--- src/hw/rtl/gudc_pkg.sv ---
// Types and constants of the grid unit disk cover core
`timescale 1ns / 1ps
`default_nettype none
package gudc_pkg;

    localparam int IDX_W   = 12;   // lattice index, grid sides up to 4096
    localparam int COORD_W = 24;
    localparam int CW_W    = 23;
    localparam int INV_W   = 24;
    localparam int RSQ_W   = 48;
    localparam int ADDR_W  = 5;
    localparam int DATA_W  = 64;

    typedef enum logic [1:0] {
        ST_OWN = 2'd0,
        ST_NBR = 2'd1,
        ST_NEW = 2'd2,
        ST_OUT = 2'd3
    } t_status;

    localparam logic [1:0] REG_CELL_W = 2'd0;
    localparam logic [1:0] REG_INV_W  = 2'd1;
    localparam logic [1:0] REG_RSQ    = 2'd2;
    localparam logic [1:0] REG_HEIGHT = 2'd3;

    typedef struct packed {
        logic [CW_W-1:0]           cell_width;
        logic [INV_W-1:0]          inv_cell_width;
        logic [RSQ_W-1:0]          rsq_limit;
        logic signed [COORD_W-1:0] disk_height;
    } t_cfg;

    typedef struct packed {
        logic                      mode;
        logic                      outside;
        logic [IDX_W-1:0]          col;
        logic [IDX_W-1:0]          row;
        logic signed [COORD_W-1:0] px;
        logic signed [COORD_W-1:0] py;
    } t_cmd;

    typedef struct packed {
        t_status                   status;
        logic [7:0]                col;
        logic [7:0]                row;
        logic signed [COORD_W-1:0] cx;
        logic signed [COORD_W-1:0] cy;
        logic signed [COORD_W-1:0] cz;
    } t_res;

endpackage
`default_nettype wire

--- src/hw/rtl/gudc_front.sv ---
// Front: maps a point to its lattice cell and flags points off the grid
`timescale 1ns / 1ps
`default_nettype none
module gudc_front #(
    parameter int GRID_COLS = 256,
    parameter int GRID_ROWS = 256
) (
    input  wire logic                                i_mode,
    input  wire logic signed [gudc_pkg::COORD_W-1:0] i_point_x,
    input  wire logic signed [gudc_pkg::COORD_W-1:0] i_point_y,
    input  wire logic [gudc_pkg::INV_W-1:0]          i_inv,
    output gudc_pkg::t_cmd                           o_cmd
);
    logic signed [48:0] w_prod_x, w_prod_y;
    logic               w_out_x, w_out_y;

    // floor(p * inv / 2^16) is the arithmetic shift of the product
    assign w_prod_x = i_point_x * $signed({1'b0, i_inv});
    assign w_prod_y = i_point_y * $signed({1'b0, i_inv});

    assign w_out_x = w_prod_x[48] || (w_prod_x[47:16] >= 32'(GRID_COLS));
    assign w_out_y = w_prod_y[48] || (w_prod_y[47:16] >= 32'(GRID_ROWS));

    always_comb begin
        o_cmd.mode    = i_mode;
        o_cmd.outside = w_out_x || w_out_y;
        o_cmd.col     = w_prod_x[16 +: gudc_pkg::IDX_W];
        o_cmd.row     = w_prod_y[16 +: gudc_pkg::IDX_W];
        o_cmd.px      = i_point_x;
        o_cmd.py      = i_point_y;
    end
endmodule
`default_nettype wire

--- config.mk ---
export PLATFORM = sky130hd
export DESIGN_NAME = gudc_front
export DESIGN_NICKNAME = d
export VERILOG_FILES = /design/src/hw/rtl/gudc_pkg.sv /design/src/hw/rtl/gudc_front.sv
export SDC_FILE = /design/constraint.sdc
export NUM_CORES = 2
export LEC_CHECK = 0
export BUFFER_PORTS_ARGS = -buffer_cell sky130_fd_sc_hd__buf_2
export CORE_MARGIN = 2
export CORE_UTILIZATION = 55
export DETAILED_ROUTE_END_ITERATION = 6
export PLACE_DENSITY = 0.72
export SYNTH_ARGS = -nofsm -noshare
export SYNTH_HDL_FRONTEND = slang
export SYNTH_SLANG_ARGS = --single-unit
--- constraint.sdc ---
create_clock -name vclk -period 12.55
set_input_delay 1.255 -clock vclk [all_inputs]
set_output_delay 1.255 -clock vclk [all_outputs]
set_load 0.05 [all_outputs]
Yosys cells after proc, flatten, opt, wreduce, memory -nomap -nowiden
Index checks and enable logic that the tools add are counted.
- logic and storage cells: 7
- bits in registers: 0
- multipliers: 2
- reductions and logical operators: 3
- magnitude comparators: 2
- operators with widths (kind ; number):
    24-bit by 25-bit multiplier with 49-bit output ; 2
    32-bit by 9-bit greater-or-equal comparator with 1-bit output (second input constant) ; 2
    1-bit logical OR ; 3

Logic depth before layout (Yosys ltp)
- depth in word-level cells: 4
- mapped depth: 30

Least setup slack after synthesis
Ideal clock, no wire load.
- path kind: input-to-output
- from: input i_inv[7] (netlist name)
- to: output o_cmd[72] (netlist name)
- data required time: 11.295 ns
- stages: 27
- buffers on the path: 2
- path slack: 2.198 ns
- arrival time: 9.097 ns
- cells stage by stage: clkbuf_1 > clkbuf_1 > nand2_1 > fa_1 > inv_1 > fa_1 > inv_1 > fa_1 > inv_1 > fa_1 > fa_1 > fa_1 > inv_1 > fa_1 > inv_1 > ha_1 > and4_1 > a211oi_1 > a21oi_1 > a211oi_1 > xnor2_1 > a311o_1 > nor4bb_1 > nand4_1 > or4_1 > nor4_1 > nand4_1
- RTL lines (what ; line ; text):
    start, declared ; gudc_front.sv:11 ; input wire logic [gudc_pkg::INV_W-1:0] i_inv,
    end, declared ; gudc_front.sv:12 ; output gudc_pkg::t_cmd o_cmd

==> flow_summary.json <==
{
  "register_area_um2": 0,
  "synth-compound-area-share": 0.0509,
  "synth_commonest_cells": "1010 x inv_1, 962 x fa_1, 646 x nand2_1",
  "max_slew_margin": 0.173,
  "setup_viol": 0,
  "viasPerCell": 5.65,
  "row_count": 97,
  "yosys.area_share.simple": 0.182,
  "multi_input_area_mm2": 0.0338,
  "grt_pass1_wl_um": 176000,
  "vias": 29797,
  "cp_common_cell": "fa_1",
  "seq_cells": 0,
  "crit_path_top_delay_cell": "buf_2",
  "n_clock_buffer": 0,
  "maxCapViolations": 0,
  "finalWeightedCongestion": 0.935,
  "hold_viol": 0,
  "worstPathMaxFanout": 31,
  "post_synth_inst_count": 4435,
  "drv_slew": 0,
  "worst_slew_pin_slew_ns": 1.23,
  "die_w_um": 270,
  "post-dp-hpwl_um": 85800,
  "synth_top_cell_by_area": "fa_1",
  "crit_type": "in -> out",
  "synth_top_area_share": 0.495,
  "post-synth-top-count-cell": "inv_1",
  "synthAdderAreaFrac": 0.622,
  "first_pass_iters": 6,
  "finalWorstSetupSlack_ns": 0.554,
  "post-place-ws_ns": 0.728,
  "critPathMaxStageDelay_ns": 0.63,
  "first_iter_violations": 1977,
  "critPathLaunchType": "input pin",
  "post-route-period-util": 0.956,
  "ys_warn_count": 0,
  "synth_xor_area_frac": 0.0119,
  "postCtsSetupBuffers": 0,
  "grt_overflow": 0,
  "antenna_found_initial": 6,
  "synthesis.nets": 5866,
  "syn-cell-area_mm2": 0.0389,
  "syn_to_final_growth_pct": 2.43,
  "yosysUniqueCellTypes": 71,
  "nets": 5764,
  "ant_nets": 0,
  "fin_tns_setup_ns": 0,
  "fin_hold_ws_ns": 2.51,
  "drive_gt1_frac": 0.0476,
  "syn_avg_cell_area_um2": 8.77,
  "drc": 0,
  "core_mm2": 0.0700,
  "port-buffer-count": 145,
  "synthTopCellsByArea": "fa_1 50%, ha_1 13%, inv_1 9.7%",
  "rsz0062_at_grt": "no",
  "start_util": 0.556,
  "fin_crit_ns": 12.00,
  "crit_required_ns": 11.30,
  "grt_pass1_vias": 32040,
  "n_fill_cell": 6371,
  "cts_resized": 0,
  "arrival_ns": 10.74,
  "seq_area_frac_synth": 0,
  "avgRoutedWirePerCell_um": 20.2,
  "worstHoldPathType": "in -> out",
  "synth_mux_area_frac": 0.00212,
  "ios": 147,
  "ctsHoldBuffers": 0,
  "worst_setup_path_end_kind": "output pin",
  "synth_top_family_by_area": "adder cells",
  "design.die.area_mm2": 0.0729,
  "timing.fmax_mhz": 83.4,
  "die_y_um": 270,
  "wl_um": 107000,
  "grt_max_degree": 40,
  "status": "finished clean",
  "grt_usage": 0.306
}
## critical path, delay by kind of cell
family / cells / cell delay (ns)
compound gates: 2 / 1.03
xor+xnor: 1 / 0.22
simple gates: 8 / 2.78
buf+inv: 8 / 1.45
fa+ha+maj: 8 / 3.94
## cells by family (layout without fill, tap and decap cells)
logic type	after synthesis	in the layout
XOR/XNOR	53	53
multiplexers	8	8
AND/OR/NAND/NOR	1415	1415
other	0	6
adder cells (fa/ha/maj)	1358	1358
buffers and inverters	1301	1197
AO/OA/AOI/OAI	300	300
## cells in the final DEF (no fill, tap or decap), types with 21 or more instances in the layout
cell	count
nor2_1	57
inv_1	1010
nand2_1	646
nor2b_1	27
ha_1	396
xor2_1	22
o21ai_0	48
buf_4	42
nand4_1	21
a21oi_1	91
xnor2_1	31
fa_1	962
and2_1	543
buf_2	145
nor3_1	23
nand2b_1	34
a21o_1	30
## per-stage QoR
step           std cells  cell area [µm²]  utilization
6_report            5277            39800        0.569
5_1_grt             5272            39800        0.569
4_1_cts             5271            39800        0.569
3_5_place_dp        5271            39800        0.569
3_3_place_gp        5271            39800        0.569
2_1_floorplan       4435            38900            -
## per-layer routing
| metal | up-vias | track usage | part of all wire |
|---|---|---|---|
| met2 | 1471 | 0.497 | 0.47 |
| met4 | 4 | 0.107 | 0.044 |
| met3 | 268 | 0.0447 | 0.093 |
| li1 | 12824 | - | - |
| met5 | - | 0 | 0.00021 |
| met1 | 15230 | 0.420 | 0.40 |
## path summary, 6_finish.rpt
check / start / depth (start not counted) / slack [ns] / endpoint
min: i_mode / 0 / 2.51 / o_cmd[73]
max: i_inv[18] / 27 / 0.55 / o_cmd[72]
## layout make-up
cell class | instances | area share
tap | 940 | 0.0295
inverter | 1010 | 0.0951
multi-input combinational | 3134 | 0.849
antenna | 6 | 0.000377
timing repair buffer | 187 | 0.0261
