--- src/hw/rtl/gudc_fifo.sv ---
// Two-entry queue used between front, back and the result ports
`timescale 1ns / 1ps
`default_nettype none
module gudc_fifo #(
    parameter int W = 8
) (
    input  wire logic         i_clk,
    input  wire logic         i_rst_n,
    input  wire logic         i_push,
    input  wire logic [W-1:0] i_data,
    output logic              o_full,
    input  wire logic         i_pop,
    output logic [W-1:0]      o_data,
    output logic              o_empty
);
    logic [W-1:0] r_mem [2];
    logic         r_wp, r_rp;
    logic [1:0]   r_cnt;
    logic         w_do_push, w_do_pop;

    assign o_full    = (r_cnt == 2'd2);
    assign o_empty   = (r_cnt == 2'd0);
    assign o_data    = r_mem[r_rp];
    assign w_do_push = i_push && !o_full;
    assign w_do_pop  = i_pop && !o_empty;

    always_ff @(posedge i_clk) begin
        if (w_do_push) begin
            r_mem[r_wp] <= i_data;
        end
    end

    always_ff @(posedge i_clk) begin
        if (!i_rst_n) begin
            r_wp  <= 1'b0;
            r_rp  <= 1'b0;
            r_cnt <= 2'd0;
        end else begin
            if (w_do_push) r_wp <= ~r_wp;
            if (w_do_pop)  r_rp <= ~r_rp;
            if (w_do_push && !w_do_pop)      r_cnt <= r_cnt + 2'd1;
            else if (!w_do_push && w_do_pop) r_cnt <= r_cnt - 2'd1;
        end
    end
endmodule
`default_nettype wire

--- config.mk ---
export PLATFORM = sky130hd
export DESIGN_NAME = gudc_fifo
export DESIGN_NICKNAME = d
export VERILOG_FILES = /design/src/hw/rtl/gudc_fifo.sv
export SDC_FILE = /design/constraint.sdc
export NUM_CORES = 1
export LEC_CHECK = 0
export BUFFER_PORTS_ARGS = -buffer_cell sky130_fd_sc_hd__buf_2
export CAP_MARGIN = 0
export CORE_ASPECT_RATIO = 1.75
export CORE_MARGIN = 10
export CORE_UTILIZATION = 35
export CTS_CLUSTER_SIZE = 30
export DETAILED_ROUTE_END_ITERATION = 12
export HOLD_SLACK_MARGIN = 0.02
export SLEW_MARGIN = 20
export SYNTH_ARGS = -nofsm -noshare
export SYNTH_HDL_FRONTEND = slang
export SYNTH_SLANG_ARGS = --single-unit
--- constraint.sdc ---
create_clock -name i_clk -period 1.58 [get_ports i_clk]
set_input_delay 0 -clock i_clk [delete_from_list [all_inputs] [get_ports i_clk]]
set_output_delay 0 -clock i_clk [all_outputs]
set_load 0.05 [all_outputs]
# ---- Word-level counts from Yosys, hierarchy flattened
# Memories as Yosys holds them, arrays and structs flattened. A register that Yosys moved wholly into a read port is not among the register bits.
# Index checks and enable logic that the tools add are counted.
dict set report word_totals {
  mem_bits_rw 16
  regBits 4
  n_memories 1
  word_cells 25
}
# memory words width read_ports rd_ports_with_merged_regs wr line_no
set memory_table {}
lappend memory_table {r_mem 2 8 1 1 1 16} ;# logic [W-1:0] r_mem [2];
dict set report classes {
  bitwise 2
  mux 6
  n_reduce_logical 10
  n_addsub 2
  eq_ne 1
}
# op count
set ops {}
lappend ops {{$logic_and A1 B1 Y1} 4}
lappend ops {{$logic_not A1 Y1} 4}
lappend ops {{$mux W1} 4}
lappend ops {{$mux W2} 2}
lappend ops {{$add A2 B1 Y2 const B} 1}
lappend ops {{$eq A2 B2 Y1 const B} 1}
lappend ops {{$logic_not A2 Y1} 1}
lappend ops {{$not A1 Y1} 2}
lappend ops {{$reduce_bool A2 Y1} 1}
lappend ops {{$sub A2 B1 Y2 const B} 1}

# ---- Depth between registers and ports, before layout
dict set report depth {
  depth_word 7
  ltp_mapped 7
  depth_no_buf 7
}

# ---- Worst setup path after synthesis
# OpenSTA, ideal clock, no wires.
dict set report synth_timing {
  kind {register to register}
  from {reg r_cnt[0]}
  to {reg r_cnt[1]}
  path_slack_ns -0.232
  path_buffers 0
  setup_time_ns 0.070
  arrival_time_ns 1.743
  path_stages_with_launch 7
  path_cell_list {dfxtp_1 > nand2b_1 > inv_1 > nor2_1 > ha_1 > or3_1 > a21oi_1}
}
dict set report synth_via {
  elab_chain_cells 6
  word_cells_on_any_way 15
  cone_classes {2 x add/sub; 1 x eq/ne; 2 x mux; 10 x reduce/logical}
}
# item line_no
set synth_rtl {}
lappend synth_rtl {{from (decl)} 18} ;# logic [1:0] r_cnt;
lappend synth_rtl {{from (signal assigned)} 41} ;# if (w_do_push && !w_do_pop) r_cnt <= r_cnt + 2'd1;
lappend synth_rtl {{from (signal assigned)} 42} ;# else if (!w_do_push && w_do_pop) r_cnt <= r_cnt - 2'd1;
lappend synth_rtl {{$eq A2 B2 Y1 (*)} 21} ;# assign o_full = (r_cnt == 2'd2);
lappend synth_rtl {{named net o_full} 11} ;# output logic o_full,
lappend synth_rtl {{$logic_not A1 Y1 (*)} 24} ;# assign w_do_push = i_push && !o_full;
lappend synth_rtl {{$logic_and A1 B1 Y1 (*)} 24}
lappend synth_rtl {{named net w_do_push} 19} ;# logic w_do_push, w_do_pop;
lappend synth_rtl {{$logic_not A1 Y1} 42}
lappend synth_rtl {{$logic_and A1 B1 Y1} 42}
lappend synth_rtl {{$reduce_bool A2 Y1 (no source line)} --}
# The timed path passes the listed nets; every way through them passes the cells marked *. The select of a mux whose other input is x is not followed.
# A chain may end at the register's enable or synchronous reset.

# ---- Final worst setup path
dict set report layout_timing {
  from {reg r_cnt[0]}
  to {reg r_cnt[1]}
}
dict set report layout_via {
  elab_chain_cells 6
  word_cells_on_any_way 15
  cone_classes {2 x add/sub; 1 x eq/ne; 2 x mux; 10 x reduce/logical}
}
# item line_no
set layout_rtl {}
lappend layout_rtl {{$eq A2 B2 Y1 (*)} 21}
lappend layout_rtl {{$logic_not A1 Y1 (*)} 24}
lappend layout_rtl {{$logic_and A1 B1 Y1 (*)} 24}
lappend layout_rtl {{named net w_do_push} 19}
lappend layout_rtl {{$logic_not A1 Y1} 42}
lappend layout_rtl {{$logic_and A1 B1 Y1} 42}
lappend layout_rtl {{$reduce_bool A2 Y1 (no source line)} --}
# Marks and branches as above.

==> flow_summary.json <==
{
  "syn2layout_area_growth_pct": 36.14,
  "core_area_um2": 2147,
  "wl_per_cell_um": 14.21,
  "grt_pass1_wl_mm": 2.539,
  "viasPerCell": 4.676,
  "portBuffers": 21,
  "criticalPathCategory": "reg2reg",
  "ioPinCount": 22,
  "cts_buffer_depth": 2,
  "synth.most_common_cell": "edfxtp_1",
  "clkSlewWorstSetupHoldPaths_ns": 0.11,
  "maxSlewHeadroom_pct": 73.93,
  "grt_overflow": 0,
  "total_power_mw": 1.871,
  "fin_nets": 101,
  "max_cap_viol_count": 0,
  "required_ns": 1.81,
  "drc_errors": 0,
  "insertion_delay_ns": 0.29,
  "synth_largest_area_cell": "edfxtp_1",
  "tightest_slew_ns": 0.3911,
  "reg2reg_from": "r_cnt[0]",
  "r2r_end": "r_cnt[1]",
  "cp_data_arrival_time_ns": 1.74,
  "cts_tree": "done",
  "antenna_cells": 0,
  "cts_sinks": 21,
  "timing.final.max_slew_violations": 0,
  "synth_seq_cells": 21,
  "die_x_um": 56.22,
  "synth_edf_count": 16,
  "finalCriticalPeriod_ns": 1.503,
  "yosysTopAreaCellShare_pct": 59.81,
  "reg2reg_depth": 7,
  "drt_first_pass_iters": 3,
  "dp_hpwl_mm": 1.154,
  "dpl-instance-area_um2": 953.4,
  "cellPowerDensity_nw_per_um2": 1711,
  "end_kind": "flip-flop",
  "rows": 22,
  "status": "finished, final reports clean",
  "grt_pass1_vias": 568,
  "drive_gt1_share_pct": 48.28,
  "synth_cells": 51,
  "synth.top_cells.by_count": "16 x edfxtp_1, 8 x mux2_2, 5 x dfxtp_1, 5 x nor2_1",
  "rsz0062_at_grt": "no",
  "crit_path_end": "r_cnt[1]",
  "cp_max_fo": 5,
  "design_area_um2": 1094,
  "gp_congestion": 0.5946,
  "hold_viol": 0,
  "drtIter0Drc": 13,
  "synthArstFlopShare_pct": 0,
  "track_usage_pct": 6.639,
  "syn_area_per_cell_um2": 15.75,
  "wirelength_mm": 1.577,
  "yosys-top-cells-area": "edfxtp_1 60%, dfxtp_1 12%, mux2_2 11%, xor2_1 3.3%, nor2_1 2.3%",
  "leakagePower_nw": 0.4354,
  "ys.flop_type": "edfxtp_1",
  "vias": 519,
  "grt_max_degree": 12,
  "die_area_um2": 4687,
  "setup_viol": 0,
  "ys_seq_area_share_pct": 72.27,
  "critPathLaunchType": "flip-flop",
  "syn-cell-area_um2": 803.3,
  "cts_buffers": 3,
  "yosys_warnings": 0,
  "clockRootBuffer": "clkbuf_4",
  "die_h_um": 83.38,
  "start_util_pct": 37.41,
  "synthDistinctLibCells": 16,
  "irDropWorstVdd_uv": 1194,
  "hold_class": "in2reg",
  "rrSetupSlack_ns": 0.08,
  "min_period_over_period_pct": 95.10,
  "fin_skew_ns": 0.0007758,
  "antenna_found_initial": 0,
  "syn_nets": 64,
  "max_freq_ghz": 0.6655,
  "htreeDepth": 1,
  "antenna_left": 0,
  "crit_path_start": "r_cnt[0]"
}
==> critical path: stages (launching register included) <==
cell and delay, ns:
dfxtp_4 0.39, nand2b_4 0.14, clkinvlp_4 0.08, nor2_2 0.09
ha_2 0.18, xor2_1 0.07, or3_1 0.37, a21oi_1 0.12
==> worst min path at each step <==
| stage | startpoint | end | cells past startpoint |
|---|---|---|---|
| CTS | i_push | r_wp | 3 |
| global route | i_push | r_wp | 3 |
| floorplan | i_data[0] | r_mem[0][0] | 0 |
| detailed placement | i_data[7] | r_mem[0][7] | 1 |
| global placement | i_data[5] | r_mem[1][5] | 1 |
| finish | i_push | r_wp | 3 |
==> layout make-up <==
type                    instances  area [um^2]
clock buffers                   4        26.28
fillers                       201         1054
inverters                       3        15.01
multi-input cells              26        219.0
flip-flops and latches         21        585.6
well taps                      24        30.03
repair buffers                 33        217.7
==> metrics by stage <==
stage          TNS, ns  setup WS, ns  hold slack (ns)  instances  utilization [%]
3_5_place_dp         0       0.01332           0.1942         96            44.41
6_report             0       0.07737          0.06015        111            50.93
5_1_grt              0     0.0004796          0.07822        111            50.93
3_3_place_gp         0       0.07028           0.1893         96            44.41
4_1_cts              0      0.002370          0.06484        109            49.94
2_1_floorplan  -0.1077      -0.08526          0.09887         51                -
==> per-layer routing <==
metal	vias to the layer above	part of all wire [%]	track usage [%]
li1	258	-	-
met1	247	40	6.039
met2	14	55	12.71
met3	0	5.0	2.134
met4	0	0	2.626
met5	-	0	0
==> where the power goes <==
part	internal, mW	switching (mW)	total (mW)
sequential	0.713	0.0800	0.793
combinational	0.284	0.540	0.825
clock	0.0982	0.155	0.254
==> flip-flops by register name, indices dropped and copies added (netlist names), named ones only <==
| register | cells |
|---|---|
| r_rp | 1 |
| r_wp | 1 |
| r_mem | 16 |
| r_cnt | 2 |
==> kinds of logic (layout without fill, tap and decap cells) <==
group | Yosys count | count (layout) | share of synthesized area [%]
buffers and inverters | 4 | 40 | 2.024
AO/OA/AOI/OAI | 5 | 5 | 3.738
adder cells (fa/ha/maj) | 1 | 1 | 1.557
flip-flops | 21 | 21 | 72.27
multiplexers | 8 | 8 | 11.22
XOR/XNOR | 3 | 3 | 3.272
AND/OR/NAND/NOR | 9 | 9 | 5.921
==> placed cells by master (no fill, tap or decap) <==
cell type | Yosys | routed
buf_2 | 1 | 21
edfxtp_1 | 16 | 16
dlygate4sd3_1 | 0 | 9
mux2_2 | 8 | 8
nor2_1 | 5 | 4
xor2_1 | 3 | 3
dfxtp_1 | 5 | 3
clkbuf_4 | 0 | 3
buf_4 | 0 | 3
inv_1 | 3 | 2
nand2b_4 | 0 | 1
clkinvlp_4 | 0 | 1
nor2_2 | 0 | 1
o21ai_1 | 0 | 1
and3_1 | 1 | 1
nor3_2 | 1 | 1
a21boi_0 | 1 | 1
o21a_1 | 1 | 1
o21ai_0 | 2 | 1
or3_1 | 1 | 1
a21oi_1 | 1 | 1
ha_2 | 0 | 1
clkbuf_1 | 0 | 1
dfxtp_4 | 0 | 1
dfxtp_2 | 0 | 1
==> what timing repair did <==
action	4_1_cts	5_1_grt
hold endpoints to repair	21	0
resized for setup	1	4
hold buffers	9	0
endpoints found under the setup margin	1	1
pin swaps	0	1
buffers inserted	0	2
(Power assumes the default switching activity.)
